--- config.mk ---
export PLATFORM = sky130hd
export DESIGN_NAME = sat_ctrl
export DESIGN_NICKNAME = d
export VERILOG_FILES = /design/src/sat_pkg.sv /design/src/sat_ctrl.sv
export SDC_FILE = /design/constraint.sdc
export NUM_CORES = 1
export LEC_CHECK = 0
export BUFFER_PORTS_ARGS = -buffer_cell sky130_fd_sc_hd__buf_2
export CAP_MARGIN = 20
export CORE_AREA = 2 2 39 41
export CTS_BUF_LIST = sky130_fd_sc_hd__clkbuf_8
export CTS_CLUSTER_SIZE = 16
export DETAILED_ROUTE_END_ITERATION = 10
export DIE_AREA = 0 0 41 43
export PLACE_DENSITY_LB_ADDON = 0.3
export SYNTH_ARGS = -nofsm -noshare
export SYNTH_HDL_FRONTEND = slang
export SYNTH_SLANG_ARGS = --single-unit
--- constraint.sdc ---
create_clock -name clock -period 1.2 [get_ports clock]
set_input_delay 0.12 -clock clock [delete_from_list [all_inputs] [get_ports clock]]
set_output_delay 0.12 -clock clock [all_outputs]
set_load 0.02 [all_outputs]
--- src/sat_pkg.sv ---
// Shared constants and the controller-to-datapath command type of the summed-area table block.
package sat_pkg;

   localparam int GRID_W  = 7;
   localparam int BOUND_W = 7;
   localparam int SUM_W   = 28;

   localparam logic [GRID_W-1:0] GRID_RESET = 7'd64;

   localparam logic FUNC_LOAD  = 1'b0;
   localparam logic FUNC_QUERY = 1'b1;

   localparam logic [1:0] TAP_BOT_RIGHT = 2'd0;
   localparam logic [1:0] TAP_BOT_LEFT  = 2'd1;
   localparam logic [1:0] TAP_TOP_RIGHT = 2'd2;
   localparam logic [1:0] TAP_TOP_LEFT  = 2'd3;

   typedef struct packed {
      logic       capture;
      logic       csr_write;
      logic       load_read;
      logic       load_write;
      logic       tap_read;
      logic [1:0] tap_sel;
      logic       tap_acc;
      logic       finish;
   } sat_cmd_type;

endpackage

--- src/sat_ctrl.sv ---
// Sequencer for table loads and four-entry rectangle queries.
module sat_ctrl (
   input  logic                 clock,
   input  logic                 reset,
   input  logic                 start,
   input  logic                 req_func,
   input  logic                 csr_valid,
   output logic                 busy,
   output logic                 csr_ready,
   output sat_pkg::sat_cmd_type cmd
);
   import sat_pkg::*;

   typedef enum logic [2:0] {
      ST_IDLE,
      ST_LOAD_READ,
      ST_LOAD_WRITE,
      ST_TAP0,
      ST_TAP1,
      ST_TAP2,
      ST_TAP3,
      ST_FINISH
   } state_type;

   state_type state_ff;
   state_type state_in;
   logic      busy_ff;
   logic      busy_in;
   logic      accept;

   assign accept    = start && !busy_ff;
   assign busy      = busy_ff;
   assign csr_ready = !busy_ff;

   always_comb begin
      state_in = state_ff;
      busy_in  = busy_ff;
      case (state_ff)
         ST_IDLE: begin
            if (accept) begin
               busy_in  = 1'b1;
               state_in = (req_func == FUNC_QUERY) ? ST_TAP0 : ST_LOAD_READ;
            end
         end
         ST_LOAD_READ:  state_in = ST_LOAD_WRITE;
         ST_LOAD_WRITE: begin
            state_in = ST_IDLE;
            busy_in  = 1'b0;
         end
         ST_TAP0:   state_in = ST_TAP1;
         ST_TAP1:   state_in = ST_TAP2;
         ST_TAP2:   state_in = ST_TAP3;
         ST_TAP3:   state_in = ST_FINISH;
         ST_FINISH: begin
            state_in = ST_IDLE;
            busy_in  = 1'b0;
         end
         default: begin
            state_in = ST_IDLE;
            busy_in  = 1'b0;
         end
      endcase
   end

   always_ff @(posedge clock) begin
      if (reset) begin
         state_ff <= ST_IDLE;
         busy_ff  <= 1'b0;
      end else begin
         state_ff <= state_in;
         busy_ff  <= busy_in;
      end
   end

   always_comb begin
      cmd           = '0;
      cmd.capture   = accept;
      cmd.csr_write = csr_valid && !busy_ff;
      case (state_ff)
         ST_LOAD_READ:  cmd.load_read = 1'b1;
         ST_LOAD_WRITE: cmd.load_write = 1'b1;
         ST_TAP0: begin
            cmd.tap_read = 1'b1;
            cmd.tap_sel  = TAP_BOT_RIGHT;
         end
         ST_TAP1: begin
            cmd.tap_read = 1'b1;
            cmd.tap_sel  = TAP_BOT_LEFT;
            cmd.tap_acc  = 1'b1;
         end
         ST_TAP2: begin
            cmd.tap_read = 1'b1;
            cmd.tap_sel  = TAP_TOP_RIGHT;
            cmd.tap_acc  = 1'b1;
         end
         ST_TAP3: begin
            cmd.tap_read = 1'b1;
            cmd.tap_sel  = TAP_TOP_LEFT;
            cmd.tap_acc  = 1'b1;
         end
         ST_FINISH: cmd.finish = 1'b1;
         default: cmd.finish = 1'b0;
      endcase
   end

   // The idle flag and the state must agree, or requests get lost or doubled.
   assert property (@(posedge clock) disable iff (reset)
      busy_ff == (state_ff != ST_IDLE))
      else $error("busy flag out of step with the state");

   // A load request always takes the read-then-write path.
   assert property (@(posedge clock) disable iff (reset)
      (accept && req_func == FUNC_LOAD) |=> ##1 (state_ff == ST_LOAD_WRITE))
      else $error("load did not reach its write step");

endmodule

==> out/metrics.csv, run 1 <==
metric,value,unit
outcome,finished clean,
period_share,95.91,%
p_per_area,1436,nW/um2
gp_congestion,0.7912,
yosysTopAreaCell,dfxtp_1,
seq_area,88.84,um2
cts.sinks,4,
crit_path_end_kind,output port,
arrival,1.03,ns
fmax,0.8689,GHz
drt-pass1-iter-count,1,
track_usage,8.735,%
period_needed,1.151,ns
setup_violations,0,
maxCapViolCount,0,
avgSynthCellArea,7.583,um2
cp_max_fo,11,
crit_required,1.08,ns
path_delay_family,flip-flops,
max_stage_delay,0.37,ns
wl_per_cell,10.41,um
path_buf_inv,1,
drive_above_1_share,52.08,%
io_pins,16,
hold_violations,0,
antenna_found_initial,0,
wl_met1,292,um
synth_cell_types,20,
min_path_type,in2reg,
ys_ff_latch,4,
synth_nets,38,
netlist_area,250.2,um2
die_h,43,um
r2r_start,state_ff[2],
start_kind,flop,
top_layer,met4,
critPathLaunch,state_ff[0],
hold_start,reset,
irDropWorstVdd,0.6009,mV
num_vias,279,
h-tree-depth,1,
worstSetupPathType,reg2out,
vias_per_cell,4.359,
synth_top_area_share,32.00,%
dieArea,1763,um2
p_leak,0.1890,nW
critPathSlowestCell,dfxtp_4,
drc,0,
clock_latency,0.22,ns
synth.yosys.warnings,0,
antenna_cells,0,
holdBufCountCts,0,
ys_seq_area_share,32.00,%
core_region_area,1384,um2
grt_pass1_wl,959,um
die_w,41,um
clockBufferDepth,2,
initial_core_util,18.08,%
multi_input_area,143.9,um2
antenna_left,0,
route.met3.wl,67,um
wl_met2,289,um
cts_tree,built,
overflow,0,
tightestPinTransition,0.2754,ns
synthCells,33,
std_cell_rows,14,
port_buffers,15,
grt_pass1_vias,236,
cts_root_buf,clkbuf_8,
drt_wl_total,666,um
timing.final.ws_setup,0.04909,ns
fin_skew,0.004267,ns
place_ws,0.07323,ns
syn2layout_area_growth,55.00,%
slew_viol_final,0,
drt_iter0_drc,0,
synth_area_leaders,"dfxtp_1 (32%), a21oi_1 (10%), nor2b_1 (10%)",
cts-buffers-inserted,3,
clkTransAtPathRegs,0.03,ns
slew_headroom,81.38,%
fin_nets,55,
final_util,28.03,%
nFillCells,153,
path_cells,"nand2b_1, a21oi_2, buf_4",
grt_max_degree,12,
[worst reg2reg max path: stages, from the launching register on]
cell	delay, ns
dfxtp_4	0.40
inv_4	0.06
or3_1	0.36
a21oi_1	0.11
[Yosys cell counts]
cell type / n
a21oi_1: 5
a31oi_1: 1
and3_1: 1
buf_2: 1
buf_4: 1
buf_6: 1
dfxtp_1: 4
inv_1: 1
inv_2: 1
inv_4: 1
nand2_1: 2
nand2b_1: 1
nor2_1: 2
nor2b_1: 4
nor3_1: 1
nor4b_1: 1
nor4bb_1: 1
o21ai_1: 2
or3_1: 1
xnor2_1: 1
[where the power goes]
part | total [W] | internal (W) | switching [W]
Clock | 0.000283 | 0.000214 | 0.0000696
Sequential | 0.000166 | 0.000144 | 0.0000222
Combinational | 0.000107 | 0.0000437 | 0.0000637
Total | 0.000557 | 0.000402 | 0.000155
[per-stage QoR]
stage	hold slack [ns]	cell area (um2)	setup TNS, ns	instances	power [W]
floorplan	0.1891	250.2	0	33	0.0002408
global placement	0.3363	321.6	0	61	0.0002725
detailed placement	0.3354	321.6	0	61	0.0002725
CTS	0.1087	365.4	0	64	0.0005600
global route	0.1068	387.9	-0.002989	64	0.0005936
finish	0.1005	387.9	0	64	0.0005570
[final timing paths]
| kind | end | slack [ns] | cells past startpoint |
|---|---|---|---|
| setup / recovery | cmd[3] | 0.05 | 3 |
| hold / removal | state_ff[1] | 0.10 | 2 |
| setup reg to reg | state_ff[1] | 0.20 | 3 |
| hold reg to reg | state_ff[0] | 0.50 | 1 |
[state kept, by name, indices dropped and copies added (netlist names)]
signal / count
state_ff: 3
busy: 1
[routing by layer]
metal	up-vias	global-route usage, %
li1	143	-
met1	119	10.61
met2	15	10.00
met3	2	5.236
met4	0	8.000
met5	-	0
[cell families after synthesis]
family / share of synthesized area, %
flip-flops: 32.00
XOR/XNOR: 3.501
AO/OA/AOI/OAI: 16.50
buffers and inverters: 15.00
AND/OR/NAND/NOR: 33.00
[cells in the final DEF, fill, tap and decap left out, types with 2 or more instances in the layout]
cell      instances
nand2_1           2
nor2b_1           4
buf_2            13
o21ai_1           2
buf_4             2
a21oi_1           4
clkbuf_8          3
nor2_1            2
dfxtp_4           2
[final cells by class]
cell class	count	share of cell area, %
multi-input combinational	23	37.10
sequential	4	22.90
timing repair buffer	15	20.65
tap	16	5.161
inverter	3	3.548
clock buffer	3	10.65
[what timing repair did]
action,4_1_cts,5_1_grt
endpoints found under the setup margin,7,3
pin swaps,0,1
setup buffers,0,0
resized for setup,2,7
Power figures use the tool's default switching activity.
==> run 2, diff against run 1 <==
==> constraint.sdc (replaced) <==
create_clock -name clock -period 1.1 [get_ports clock]
set_input_delay 0.11 -clock clock [delete_from_list [all_inputs] [get_ports clock]]
set_output_delay 0.11 -clock clock [all_outputs]
set_load 0.02 [all_outputs]
==> run 2 against run 1 <==
Compared with the run above: the run now ends with negative setup slack left; core utilization increased by 10 points; total power up 20%; worst hold slack got worse by 0.0087 ns; clock power up 9.9%; flip-flop and latch count is the same; global-route usage increased by 0.092 points; highest routed layer is now met3; critical path depth unchanged.
==> out/metrics.csv, run 2 (synthesis results as in run 1) <==
metric,value,unit
failed_checks,negative setup slack,
period_needed,1.123,ns
std_cell_rows,14,
setup_violations,2,
p_leak,0.2522,nW
hold_violations,0,
overflow,0,
vias_per_cell,4.338,
drt_wl_total,747,um
max_stage_delay,0.36,ns
period_share,102.1,%
final_cell_mix,"buf_2 (10), buf_4 (7), buf_6 (5)",
p_per_area,1264,nW/um2
hpwl,445.7,um
power,0.0006690,W
nFillCells,151,
antenna_cells,0,
antenna_left,0,
fmax,0.8905,GHz
clkTransAtPathRegs,0.03,ns
die_w,41,um
num_vias,308,
worstSetupPathType,reg2out,
final_util,38.25,%
path_cells,"nand2b_4, a21oi_2, buf_6",
clock_latency,0.22,ns
core_region_area,1384,um2
regMostFlops,state_ff,
timing.final.ws_setup,-0.02300,ns
fin_skew,0.001221,ns
initial_core_util,18.08,%
gp_congestion,0.7645,
tns,-0.02411,ns
critPathSlowestCell,dfxtp_4,
min_path_type,in2reg,
place_area,354.1,um2
grt_pass1_vias,271,
io_pins,16,
cts_tree,built,
seq_area,91.34,um2
outcome,"complete, but fails checks",
slew_viol_final,0,
clockBufferDepth,2,
grt_max_degree,8,
crit_path_end_kind,output port,
cts_root_buf,clkbuf_8,
cts-buffers-inserted,3,
fin_nets,62,
drc,0,
drt-pass1-iter-count,1,
h-tree-depth,1,
wl_per_cell,10.52,um
drt_iter0_drc,0,
drive_above_1_share,74.55,%
maxCapViolCount,0,
crit_required,0.99,ns
die_h,43,um
cts.sinks,4,
fin_area,529.3,um2
dieArea,1763,um2
grt_pass1_wl,1000,um
tightestPinTransition,0.2604,ns
syn2layout_area_growth,111.5,%
arrival,1.01,ns
antenna_found_initial,0,
largest_reg_flops,3,
cp_max_fo,7,
rsz0062_at_grt,true,
irDropWorstVdd,0.4493,mV
start_kind,flop,
slew_headroom,82.62,%
track_usage,8.826,%
port_buffers,15,
layout_commonest_cell,buf_2,
multi_input_area,201.4,um2
[run 2: changes by cell type in the layout (fill, tap and decap cells not counted), sizes merged]
cell / change
buf: +7
[run 2: report_power, final]
part / internal (W) / switching [W] / total (W)
registers: 0.000156 / 0.0000296 / 0.000186
logic: 0.0000873 / 0.0000850 / 0.000172
clock network: 0.000233 / 0.0000774 / 0.000311
[run 2: path summary, 6_finish.rpt]
check,startpoint,end,slack (ns),depth (start not counted)
max,state_ff[0],cmd[3],-0.02,3
min,reset,state_ff[1],0.09,2
max reg2reg,state_ff[1],state_ff[1],0.02,4
min reg2reg,busy,busy,0.60,2
[run 2: worst max-delay path, delay by kind of cell, from the launching register on]
| family | cells | cell delay, ns |
|---|---|---|
| and+or+nand+nor | 1 | 0.15 |
| AOI/OAI and AO/OA | 1 | 0.15 |
| buffers and inverters | 1 | 0.13 |
| DFF | 1 | 0.36 |
[run 2: metrics by stage]
stage	setup WS, ns	std cells	hold WS [ns]
after floorplan	0.01520	33	0.1791
after global placement	0.01405	64	0.3277
after detailed placement	-0.01021	64	0.3311
after CTS	-0.008681	71	0.08962
after global routing	-0.06264	71	0.09472
final	-0.02300	71	0.09182
[run 2: repair_timing]
item                       in CTS  in global routing
pin swaps                       2                  5
resized for setup              19                 10
setup endpoints to repair       8                  5
buffers inserted                4                  0
hold buffers                    0                  0
gates cloned                    0                  0
hold endpoints to repair        0                  0
[run 2: metal layers]
metal  share of wire [%]  global-route usage, %  vias up
li1                    -                      -      155
met4                   0                  10.00        0
met3                 6.2                  2.094        0
met2                  54                  11.25       10
met5                   0                      0        -
met1                  40                  10.58      143
[run 2: area by class of cell]
type                    instances  share of cell area, %
clock buffers                   3                  7.801
inverters                       3                  3.073
multi-input cells              23                  38.06
flip-flops and latches          4                  17.26
well taps                      16                  3.783
repair buffers                 22                  30.02
